<file path="src/pls_pkg.sv">
`timescale 1ns / 1ps
// Shared types and constants for the PCM link statistics block.
// Depends on nothing; every other file in src imports it.
package pls_pkg;

	localparam int MAX_PACKET_BYTES = 1024;
	localparam int LEN_W = $clog2(MAX_PACKET_BYTES + 1);
	localparam int MTU_W = 11;
	localparam int CMP_W = (LEN_W > MTU_W) ? LEN_W : MTU_W;
	localparam int SQ_W = 63;
	localparam int PROD_W = 32;
	localparam int CNT_W = 32;
	localparam int DIST_W = 9;

	localparam logic [MTU_W-1:0] MTU_DEFAULT = MTU_W'(48);
	localparam logic [SQ_W-1:0] SQ_LIMIT = {SQ_W{1'b1}};
	localparam logic [DIST_W-1:0] SILENCE_MAX = DIST_W'(2);
	localparam logic signed [15:0] SAMPLE_POS_LIMIT = 16'sh7fff;
	localparam logic signed [15:0] SAMPLE_NEG_LIMIT = 16'sh8000;

	// Running totals as they stand after the byte that ends a packet.
	typedef struct packed {
		logic [CNT_W-1:0] packet_total;
		logic [CNT_W-1:0] byte_total;
		logic [CNT_W-1:0] short_packet_total;
		logic [DIST_W-1:0] distinct_values;
		logic signed [15:0] sample_min;
		logic signed [15:0] sample_max;
		logic [CNT_W-1:0] sample_total;
	} pls_totals_t;

	// Per-byte information handed to the square accumulator.
	typedef struct packed {
		logic last;
		logic sq_vld;
		logic [PROD_W-1:0] square;
	} pls_sq_t;

endpackage

</file>
<file path="src/pls_byte_stage.sv">
`timescale 1ns / 1ps
// Byte stage: value map, distinct count, packet and byte counters, sample
// assembly, min/max and the sample square. Depends on pls_pkg.
module pls_byte_stage (
	input  logic                      clk,
	input  logic                      arst_n,
	input  logic                      stall,
	input  logic                      valid_s1,
	input  logic [7:0]                data_s1,
	input  logic                      last_s1,
	input  logic [pls_pkg::MTU_W-1:0] mtu_q,
	output logic                      valid_s2,
	output pls_pkg::pls_sq_t          sq_s2,
	output pls_pkg::pls_totals_t      totals_s2
);
	import pls_pkg::*;

	function automatic logic [CNT_W-1:0] sat_inc(input logic [CNT_W-1:0] v);
		return (&v) ? v : v + CNT_W'(1);
	endfunction

	logic [255:0]             seen_q;
	logic [DIST_W-1:0]        distinct_q;
	logic                     half_q;
	logic [7:0]               low_q;
	logic [LEN_W-1:0]         len_q;
	logic [CNT_W-1:0]         pkt_q;
	logic [CNT_W-1:0]         byte_q;
	logic [CNT_W-1:0]         short_q;
	logic [CNT_W-1:0]         samp_q;
	logic signed [15:0]       min_q;
	logic signed [15:0]       max_q;

	logic                     fire;
	logic                     in_pkt;
	logic                     take;
	logic signed [15:0]       sample;
	logic signed [PROD_W-1:0] product;
	logic [LEN_W-1:0]         len_nx;
	logic [MTU_W-1:0]         mtu_eff;
	logic                     is_short;
	pls_totals_t              nx;

	always_comb begin
		fire = valid_s1 & ~stall;
		// Bytes past the length limit are dropped, but a marked one still ends the packet.
		in_pkt = len_q < LEN_W'(MAX_PACKET_BYTES);
		take = in_pkt & half_q;
		sample = signed'({data_s1, low_q});
		product = sample * sample;
		len_nx = in_pkt ? len_q + LEN_W'(1) : len_q;
		if (mtu_q == '0 || CMP_W'(mtu_q) > CMP_W'(MAX_PACKET_BYTES)) begin
			mtu_eff = MTU_DEFAULT;
		end else begin
			mtu_eff = mtu_q;
		end
		is_short = CMP_W'(len_nx) < CMP_W'(mtu_eff);

		nx.packet_total = last_s1 ? sat_inc(pkt_q) : pkt_q;
		nx.byte_total = in_pkt ? sat_inc(byte_q) : byte_q;
		nx.short_packet_total = (last_s1 && is_short) ? sat_inc(short_q) : short_q;
		nx.distinct_values = (in_pkt && !seen_q[data_s1]) ? distinct_q + DIST_W'(1)
			: distinct_q;
		nx.sample_min = (take && sample < min_q) ? sample : min_q;
		nx.sample_max = (take && sample > max_q) ? sample : max_q;
		nx.sample_total = take ? sat_inc(samp_q) : samp_q;
	end

	always_ff @(posedge clk or negedge arst_n) begin
		if (!arst_n) begin
			seen_q <= '0;
			distinct_q <= '0;
			half_q <= 1'b0;
			low_q <= '0;
			len_q <= '0;
			pkt_q <= '0;
			byte_q <= '0;
			short_q <= '0;
			samp_q <= '0;
			min_q <= SAMPLE_POS_LIMIT;
			max_q <= SAMPLE_NEG_LIMIT;
			valid_s2 <= 1'b0;
		end else begin
			if (!stall) begin
				valid_s2 <= valid_s1;
			end
			if (fire) begin
				if (in_pkt) begin
					seen_q[data_s1] <= 1'b1;
				end
				if (in_pkt && !half_q) begin
					low_q <= data_s1;
				end
				distinct_q <= nx.distinct_values;
				pkt_q <= nx.packet_total;
				byte_q <= nx.byte_total;
				short_q <= nx.short_packet_total;
				samp_q <= nx.sample_total;
				min_q <= nx.sample_min;
				max_q <= nx.sample_max;
				// A packet end clears the length and drops a pending half sample.
				if (last_s1) begin
					len_q <= '0;
					half_q <= 1'b0;
				end else begin
					len_q <= len_nx;
					half_q <= in_pkt ? ~half_q : half_q;
				end
			end
		end
	end

	always_ff @(posedge clk) begin
		if (fire) begin
			sq_s2.last <= last_s1;
			sq_s2.sq_vld <= take;
			sq_s2.square <= unsigned'(product);
			if (last_s1) begin
				totals_s2 <= nx;
			end
		end
	end

`ifndef SYNTH
	a_len_bound: assert property (@(posedge clk) disable iff (!arst_n)
		len_q <= LEN_W'(MAX_PACKET_BYTES))
		else $error("packet length count beyond limit");

	a_end_clears: assert property (@(posedge clk) disable iff (!arst_n)
		(fire && last_s1) |=> (!half_q && len_q == '0))
		else $error("packet end did not clear length or half sample");

	a_distinct_map: assert property (@(posedge clk) disable iff (!arst_n)
		$countones(seen_q) == 32'(distinct_q))
		else $error("distinct count disagrees with value map");
`endif

endmodule

</file>
<file path="src/pls_accum_stage.sv">
`timescale 1ns / 1ps
// Accumulate stage: saturating sum of squares and the result register.
// Depends on pls_pkg.
module pls_accum_stage (
	input  logic                          clk,
	input  logic                          arst_n,
	input  logic                          stall,
	input  logic                          valid_s2,
	input  pls_pkg::pls_sq_t              sq_s2,
	input  pls_pkg::pls_totals_t          totals_s2,
	input  logic                          out_ready,
	output logic                          out_valid,
	output pls_pkg::pls_totals_t          totals_q,
	output logic [pls_pkg::SQ_W-1:0]      square_q,
	output logic                          silence_q
);
	import pls_pkg::*;

	logic [SQ_W-1:0] acc_q;
	logic [SQ_W-1:0] acc_nx;
	logic [SQ_W:0]   sum;
	logic            fire;

	always_comb begin
		fire = valid_s2 & ~stall;
		// The accumulator never exceeds the limit, so a carry out of the
		// low bits is exactly the overflow condition.
		sum = {1'b0, acc_q} + (SQ_W + 1)'(sq_s2.square);
		if (fire && sq_s2.sq_vld) begin
			acc_nx = sum[SQ_W] ? SQ_LIMIT : sum[SQ_W-1:0];
		end else begin
			acc_nx = acc_q;
		end
	end

	always_ff @(posedge clk or negedge arst_n) begin
		if (!arst_n) begin
			acc_q <= '0;
			out_valid <= 1'b0;
		end else begin
			acc_q <= acc_nx;
			if (fire && sq_s2.last) begin
				out_valid <= 1'b1;
			end else if (out_ready) begin
				out_valid <= 1'b0;
			end
		end
	end

	always_ff @(posedge clk) begin
		if (fire && sq_s2.last) begin
			totals_q <= totals_s2;
			square_q <= acc_nx;
			silence_q <= totals_s2.distinct_values <= SILENCE_MAX;
		end
	end

`ifndef SYNTH
	a_acc_monotonic: assert property (@(posedge clk) disable iff (!arst_n)
		acc_q >= $past(acc_q))
		else $error("square sum decreased");

	a_result_source: assert property (@(posedge clk) disable iff (!arst_n)
		$rose(out_valid) |-> $past(valid_s2 && sq_s2.last && !stall))
		else $error("result raised without a packet end");

	a_stall_cause: assert property (@(posedge clk) disable iff (!arst_n)
		stall |-> (out_valid && !out_ready))
		else $error("pipeline stalled with a free result register");
`endif

endmodule

</file>
<file path="src/pcm_link_statistics.sv">
`timescale 1ns / 1ps
// Running statistics over a received link byte stream.
// Input channel: data_byte plus last_byte, one byte per transfer (valid/ready).
// Config channel: mtu_bytes write with cfg_valid/cfg_ready, always ready.
// Output channel: one result transfer for every byte marked last_byte.
// A result passes through the input register, the byte stage and the result
// register after the transfer of its last byte.
// Throughput: one byte per cycle when not stalled, set by the single-pass byte
// stage; the value map is a 256-bit register read and written in the same cycle.
// Reset clears every counter and the value map, presets the sample extremes,
// sets the MTU to 48. An MTU of 0 or above the packet length limit acts as 48.
// When a result waits in the output register and the next packet end reaches
// the accumulate stage, the whole pipeline holds and in_ready goes low until
// the waiting result is taken. Other bytes keep flowing while a result waits.
// Depends on pls_pkg, pls_byte_stage and pls_accum_stage.
module pcm_link_statistics (
	input  logic                      clk,
	input  logic                      arst_n,
	input  logic                      in_valid,
	output logic                      in_ready,
	input  logic [7:0]                data_byte,
	input  logic                      last_byte,
	input  logic                      cfg_valid,
	output logic                      cfg_ready,
	input  logic [pls_pkg::MTU_W-1:0] mtu_bytes,
	output logic                      out_valid,
	input  logic                      out_ready,
	output logic [31:0]               packet_total,
	output logic [31:0]               byte_total,
	output logic [31:0]               short_packet_total,
	output logic [8:0]                distinct_values,
	output logic signed [15:0]        sample_min,
	output logic signed [15:0]        sample_max,
	output logic [62:0]               square_total,
	output logic [31:0]               sample_total,
	output logic                      silence_flag
);
	import pls_pkg::*;

	logic             valid_s1;
	logic [7:0]       data_s1;
	logic             last_s1;
	logic [MTU_W-1:0] mtu_q;
	logic             stall;
	logic             valid_s2;
	pls_sq_t          sq_s2;
	pls_totals_t      totals_s2;
	pls_totals_t      totals_q;
	logic [SQ_W-1:0]  square_q;
	logic             silence_q;

	// Only a packet end meeting an occupied result register holds things up.
	assign stall = valid_s2 & sq_s2.last & out_valid & ~out_ready;
	assign in_ready = ~stall;
	assign cfg_ready = 1'b1;

	always_ff @(posedge clk or negedge arst_n) begin
		if (!arst_n) begin
			valid_s1 <= 1'b0;
			mtu_q <= MTU_DEFAULT;
		end else begin
			if (!stall) begin
				valid_s1 <= in_valid;
			end
			if (cfg_valid) begin
				mtu_q <= mtu_bytes;
			end
		end
	end

	always_ff @(posedge clk) begin
		if (in_valid && in_ready) begin
			data_s1 <= data_byte;
			last_s1 <= last_byte;
		end
	end

	pls_byte_stage u_byte (
		.clk       (clk),
		.arst_n    (arst_n),
		.stall     (stall),
		.valid_s1  (valid_s1),
		.data_s1   (data_s1),
		.last_s1   (last_s1),
		.mtu_q     (mtu_q),
		.valid_s2  (valid_s2),
		.sq_s2     (sq_s2),
		.totals_s2 (totals_s2)
	);

	pls_accum_stage u_accum (
		.clk       (clk),
		.arst_n    (arst_n),
		.stall     (stall),
		.valid_s2  (valid_s2),
		.sq_s2     (sq_s2),
		.totals_s2 (totals_s2),
		.out_ready (out_ready),
		.out_valid (out_valid),
		.totals_q  (totals_q),
		.square_q  (square_q),
		.silence_q (silence_q)
	);

	assign packet_total = totals_q.packet_total;
	assign byte_total = totals_q.byte_total;
	assign short_packet_total = totals_q.short_packet_total;
	assign distinct_values = totals_q.distinct_values;
	assign sample_min = totals_q.sample_min;
	assign sample_max = totals_q.sample_max;
	assign sample_total = totals_q.sample_total;
	assign square_total = square_q;
	assign silence_flag = silence_q;

endmodule

</file>
<file path="config.mk">
export PLATFORM = sky130hd
export DESIGN_NAME = pcm_link_statistics
export DESIGN_NICKNAME = d
export VERILOG_FILES = /design/src/pls_pkg.sv /design/src/pls_byte_stage.sv /design/src/pls_accum_stage.sv /design/src/pcm_link_statistics.sv
export SDC_FILE = /design/constraint.sdc
export NUM_CORES = 2
export LEC_CHECK = 0
export BUFFER_PORTS_ARGS = -buffer_cell sky130_fd_sc_hd__buf_4
export CORE_MARGIN = 2
export CORE_UTILIZATION = 45
export CTS_CLUSTER_DIAMETER = 200
export DETAILED_ROUTE_END_ITERATION = 12
export GPL_TIMING_DRIVEN = 0
export PLACE_DENSITY = 0.72
export SLEW_MARGIN = 20
export SYNTH_ARGS = -nofsm -noshare
export SYNTH_HDL_FRONTEND = slang
export SYNTH_SLANG_ARGS = --single-unit
</file>
<file path="constraint.sdc">
create_clock -name clk -period 19.54 [get_ports clk]
set_input_delay 0.977 -clock clk [delete_from_list [all_inputs] [get_ports clk]]
set_output_delay 0.977 -clock clk [all_outputs]
set_load 0.1 [all_outputs]
</file>
---- Word level (Yosys, flattened, before mapping) ----
Index checks and enable logic that the tools add are counted.
word-level totals
  flip-flop bits (word level) ............. 967
  bits of input ports ..................... 25
  output and inout bits ................... 236
  logic and storage cells ................. 110
cells by class
  $add $sub $neg .......................... 7
  reduce and logical (&&, ||, !) cells .... 23
  magnitude comparators ................... 8
  multipliers ............................. 1
  bitwise operators ....................... 10
  multiplexer cells ....................... 24
operators by type and width
  kind                                                                   number
  32-bit two-way mux                                                     8
  256-bit bitwise OR                                                     1
  32-bit by 1-bit adder with 32-bit output, second input constant        4
  32-bit AND reduction                                                   4
  63-bit two-way mux                                                     2
  63-bit by 32-bit adder with 64-bit output                              1
  11-bit two-way mux                                                     3
  16-bit by 16-bit multiplier with 32-bit output                         1
  16-bit two-way mux                                                     2
  16-bit greater-than comparator                                         1
  16-bit < comparator                                                    1
  11-bit by 1-bit adder with 11-bit output, second input constant        1
  11-bit greater-than comparator, second input constant                  1
  11-bit zero test                                                       1
  11-bit < comparator                                                    1
  11-bit < comparator, second input constant                             1
  9-bit by 1-bit adder with 9-bit output, second input constant          1
  9-bit by 2-bit <= comparator with 1-bit output, second input constant  1
  1-bit logical AND                                                      9
  8-bit by 9-bit < comparator with 1-bit output, second input constant   1
  9-bit two-way mux                                                      1
  1-bit binary-select mux with 8-bit select                              1
  1-bit demux with 8-bit select                                          1
  8-bit by 1-bit >= comparator with 1-bit output, second input constant  1
  7 further kinds                                                        24

---- Depth between registers and ports, before layout ----
  depth in word-level cells ............... 7
  depth in mapped cells ................... 27
  depth with buffers taken out ............ 24

---- By module ----
From an unflattened synthesis, not the netlist that was laid out.
second synthesis, totals
  cells, all modules ...................... 4,144
  area, all modules ....................... 50,588.5 µm²
by module, submodules not included
  module               sequential area each (µm²)  cells each  instances  area each (µm²)
  pls_byte_stage       17,246.5                    3,313       1          38,002.7
  pls_accum_stage      8,598.2                     792         1          11,820.1
  pcm_link_statistics  573.0                       39          1          765.7

---- Worst setup path before layout ----
Ideal clock, no wire load.
  kind .................................... register -> register
  start ................................... reg u_accum.out_valid
  end ..................................... reg u_accum.silence_q (enable)
  path slack .............................. 7.981 ns
  data required time ...................... 18.710 ns
  arrival ................................. 10.729 ns
  stages on the path, launching flop included .. 3
  setup time .............................. 0.830 ns
  cells stage by stage .................... dfrtp_1 nor2b_1 nor2_1
on the way
  cells in the longest elaborated chain, start to end .. 5
ends and longest elaborated chain
  what                             RTL line                   text
  from (decl)                      pls_accum_stage.sv:12      output logic out_valid,
  from (signal assigned)           pls_accum_stage.sv:39      out_valid <= 1'b0;
  from (signal assigned)           pls_accum_stage.sv:43      out_valid <= 1'b1;
  from (signal assigned)           pls_accum_stage.sv:45      out_valid <= 1'b0;
  1-bit bitwise AND (2 in series)  pcm_link_statistics.sv:53  assign stall = valid_s2 & sq_s2.last & out_valid & ~out_ready;
  1-bit inverter                   pls_accum_stage.sv:25      fire = valid_s2 & ~stall;
  1-bit bitwise AND                pls_accum_stage.sv:25
  1-bit logical AND                pls_accum_stage.sv:51      if (fire && sq_s2.last) begin
  to (signal assigned)             pls_accum_stage.sv:54      silence_q <= totals_s2.distinct_values <= SILENCE_MAX;
  to (decl)                        pls_accum_stage.sv:15      output logic silence_q
No other way between the ends.
A chain may end at the register's enable or synchronous reset.

---- Worst setup path after layout ----
  start ................................... reg data_s1[1]
  end ..................................... reg u_byte.sq_s2[31] (netlist name)
on the way
  cells in the longest elaborated chain, start to end .. 1
ends and longest elaborated chain
  what                                            RTL line                   text
  from (decl)                                     pcm_link_statistics.sv:41  logic [7:0] data_s1;
  from (signal assigned)                          pcm_link_statistics.sv:73  data_s1 <= data_byte;
  16-bit by 16-bit multiplier with 32-bit output  pls_byte_stage.sv:50       product = sample * sample;
  named net u_byte.product[31]                    pls_byte_stage.sv:38       logic signed [PROD_W-1:0] product;
The timed path passes the listed nets, and every way through them passes these cells.

==> impl_metrics.csv <==
group,metric,value,unit
status,run_status,"finished clean",
final_layout,nets,4858,
detailed_routing,final_antenna_net_count,0,
die,die_y,337.1,um
grt,first_global_vias,32562,
detailed_routing,route.vias.total,32316,
clock_tree,cts.htree.levels,3,
critical_path,critPathMaxStageDelay,800,ps
timing,final_hold_viol_count,0,
placement,place.detailed.instances,5818,
placement,dp_hpwl,88160,um
clock_tree,cts_post_setup_buffers_inserted,0,
final_layout,commonest_non_fill_non_tap_cell_in_the_layout,"dfrtp_1",
yosys,synthesis.area,49940,sq um
yosys,synth_largest_area_cell,"edfxtp_1",
die,rows,122,
timing,layout_setup_ws,10080,ps
detailed_routing,drcViolationCount,0,
clock_tree,clkLatencyLatePin,710,ps
detailed_routing,first_pass_iters,5,
clock_tree,ctsResizeCount,0,
critical_path,slowest_stage_cell_cp,"clkbuf_1",
critical_path,worst_flop_to_flop_path_endpoint,"u_byte.sq_s2[31]",
yosys,synth-simple-area-share,0.09148,
final_layout,commonest_cells_after_routing_fill_and_taps_aside,"dfrtp_1, edfxtp_1, inv_1",
final_layout,final_area,57430,sq um
timing,setup_viol,0,
final_layout,final_layout_size_suffix_gt1_frac,0.1337,
clock_tree,clock-root-buffer,"clkbuf_16",
clock_tree,cts_tree,"yes",
yosys,post_synth.cell_area_avg,12.33,sq um
critical_path,launch_instance_of_the_worst_register_to_register_path,"data_s1[1]",
critical_path,critical_path_arrival,9890,ps
timing,clock_skew,75.44,ps
timing,tightestPinTransition,1057,ps
yosys,ys_top_cells_by_area,"edfxtp_1, dfrtp_1, fa_1",
grt,initial_antenna_violation_count,5,
detailed_routing,iteration_0_drc_markers,2425,
clock_tree,cts.hold.buffers_added,0,
final_layout,synthToLayoutAreaGrowth,15.01,%
final_layout,filler_cell_count,9351,
placement,port-buffer-count,259,
clock_tree,clkTransAtPathRegs,60,ps
critical_path,critical_path.startpoint_type,"flop",
yosys,synth-edff-count,444,
yosys,ys_dominant_reg_cell,"dfrtp_1",
yosys,syn_inst_count,4050,
timing,slew_viol_final,0,
timing,fin_crit,9455,ps
clock_tree,tritoncts_num_sinks,966,
detailed_routing,vias_per_cell,5.385,
yosys,main_combinational_cell_family_by_area_after_synthesis,"adder cells",
critical_path,timing.critical_path.required,19980,ps
timing,post-route-period-util,0.4839,
yosys,postSynthRegisterBits,966,
yosys,post_synthesis_mux_area_share,0.04846,
yosys,synth-adder-area-share,0.1366,
timing,fin_setup_tns,0,ps
grt,grt_pass1_wl,187500,um
die,starting_density_of_the_core,0.4525,
yosys,synth-warning-count,0,
timing,maximum_clock_rate,0.1058,GHz
min_path,hold_path.class,"primary input to asynchronous set/reset pin",
timing,grt_setup_unrepaired,"false",
clock_tree,cts_made_buffers,97,
critical_path,crit_type,"flop to flop",
final_layout,final_cells,6001,
yosys,synth_top_area_frac,0.2670,
yosys,synth_compound_gate_area_share,0.08471,
timing,maxSlewHeadroom,0.2954,
detailed_routing,wire_per_inst,20.11,um
placement,placed_area,54280,sq um
grt,track_usage,0.2128,
die,floorplan.die_area,113700,sq um
yosys,syn-num-nets,4479,
clock_tree,cts_buffer_depth,3,
yosys,synthXorXnorAreaFrac,0.06384,
die,fp.dieW,337.1,um
critical_path,rrSetupSlack,10080,ps
die,core_region_area,110400,sq um
detailed_routing,postRouteWirelength,120700,um
grt,gr-total-overflow,0,
critical_path,worstSetupEndpointType,"flop",
placement,final_estimated_routing_congestion_in_global_placement,0.9289,
critical_path,cp_max_fo,10,
yosys,asyncSetResetFlopFracSynth,0.5404,
yosys,yosysSeqAreaShare,0.5290,
grt,grt_start_max_net_pins,98,
die,ioPinCount,261,
yosys,synth_cell_type_count,72,
placement,placement_stage_worst_setup_slack,10150,ps
critical_path,timing.reg2reg.worst_path_depth,26,
job,cap_violations,0,
registers in the layout, indices dropped and copies added (netlist names), 9 cells and up:
name,cells
u_byte.sq_s2,33
u_byte.pkt_q,32
u_byte.short_q,32
u_byte.totals_s2,169
u_accum.square_q,63
u_byte.byte_q,32
u_byte.min_q,16
u_accum.totals_q,169
u_byte.max_q,16
mtu_q,11
u_byte.len_q,11
u_byte.samp_q,32
u_byte.seen_q,256
u_byte.distinct_q,9
u_accum.acc_q,63
metal layers:
metal  vias to the layer above  global-route usage  share of wire
li1                      14684                   -              -
met1                     16264              0.2915           0.43
met2                      1130              0.3403           0.46
met3                       230             0.04021          0.071
met4                         8             0.07561          0.032
met5                         -                   0        0.00030
critical path, delay by kind of cell (launching register included):
family          cells  cell delay (ps)
compound gates      5             1740
xor+xnor            1              150
fa+ha+maj           7             3280
buf+inv            10             2830
flops               1              570
simple gates        3              600
cell type report:
cell class | instances | area (sq um) | share of cell area
clock inverter | 47 | 493.0 | 0.008584
timing repair buffer | 280 | 2440 | 0.04248
inverter | 426 | 1599 | 0.02784
tap | 1488 | 1862 | 0.03242
buffer | 177 | 694.4 | 0.01209
clock buffer | 134 | 2656 | 0.04625
multi-input combinational | 2481 | 21260 | 0.3702
antenna | 2 | 5.005 | 0.00008715
sequential | 966 | 26420 | 0.4600
worst max path at each step:
| stage | start | end | slack (ps) | cells after the start |
|---|---|---|---|---|
| 6_report | data_s1[1] | u_byte.sq_s2[31] | 10080 | 26 |
| 4_1_cts | data_s1[1] | u_byte.sq_s2[31] | 10180 | 26 |
| 2_1_floorplan | u_accum.out_valid | u_accum.silence_q | 7980 | 2 |
| 3_5_place_dp | data_s1[1] | u_byte.sq_s2[31] | 10150 | 26 |
| 5_1_grt | data_s1[1] | u_byte.sq_s2[31] | 9680 | 26 |
| 3_3_place_gp | out_ready | u_accum.totals_q[67] | 3500 | 3 |
kinds of logic after synthesis:
kind of cell | count (synthesis)
compound gates | 606
xor+xnor | 364
fa+ha+maj | 404
buf+inv | 603
flops | 966
mux | 153
other cells | 1
simple gates | 953
cell usage after synthesis, types with 9 or more instances:
cell type  count
dfrtp_1      504
edfxtp_1     444
inv_1        421
nand2_1      315
xnor2_1      236
fa_1         235
nor2_1       193
o21bai_1     190
ha_1         169
clkbuf_1     157
xor2_1       128
a21o_1       127
nand3_1       99
a21oi_1       91
nand4_1       67
mux4_2        66
and2_1        59
o21ai_0       58
and3_1        57
nor3_1        52
mux2_2        50
a31oi_1       41
mux2i_1       37
nor4_1        30
nand2b_1      21
dfstp_2       18
a22o_1        14
nor2b_1       14
and4_1        13
a22oi_1       12
or2_2         12
buf_2          9
o21a_1         9
stage by stage:
| step | hold slack [ps] | utilization |
|---|---|---|
| 3_5_place_dp | 404.5 | 0.4918 |
| 5_1_grt | 169.1 | 0.5204 |
| 4_1_cts | 140.9 | 0.5203 |
| 2_1_floorplan | 400.3 | - |
| 3_3_place_gp | 401.3 | 0.4870 |
| 6_report | 169.0 | 0.5204 |
Power is not shown: default switching activity piles up to over one toggle a cycle in this logic, so the estimate is an artifact.
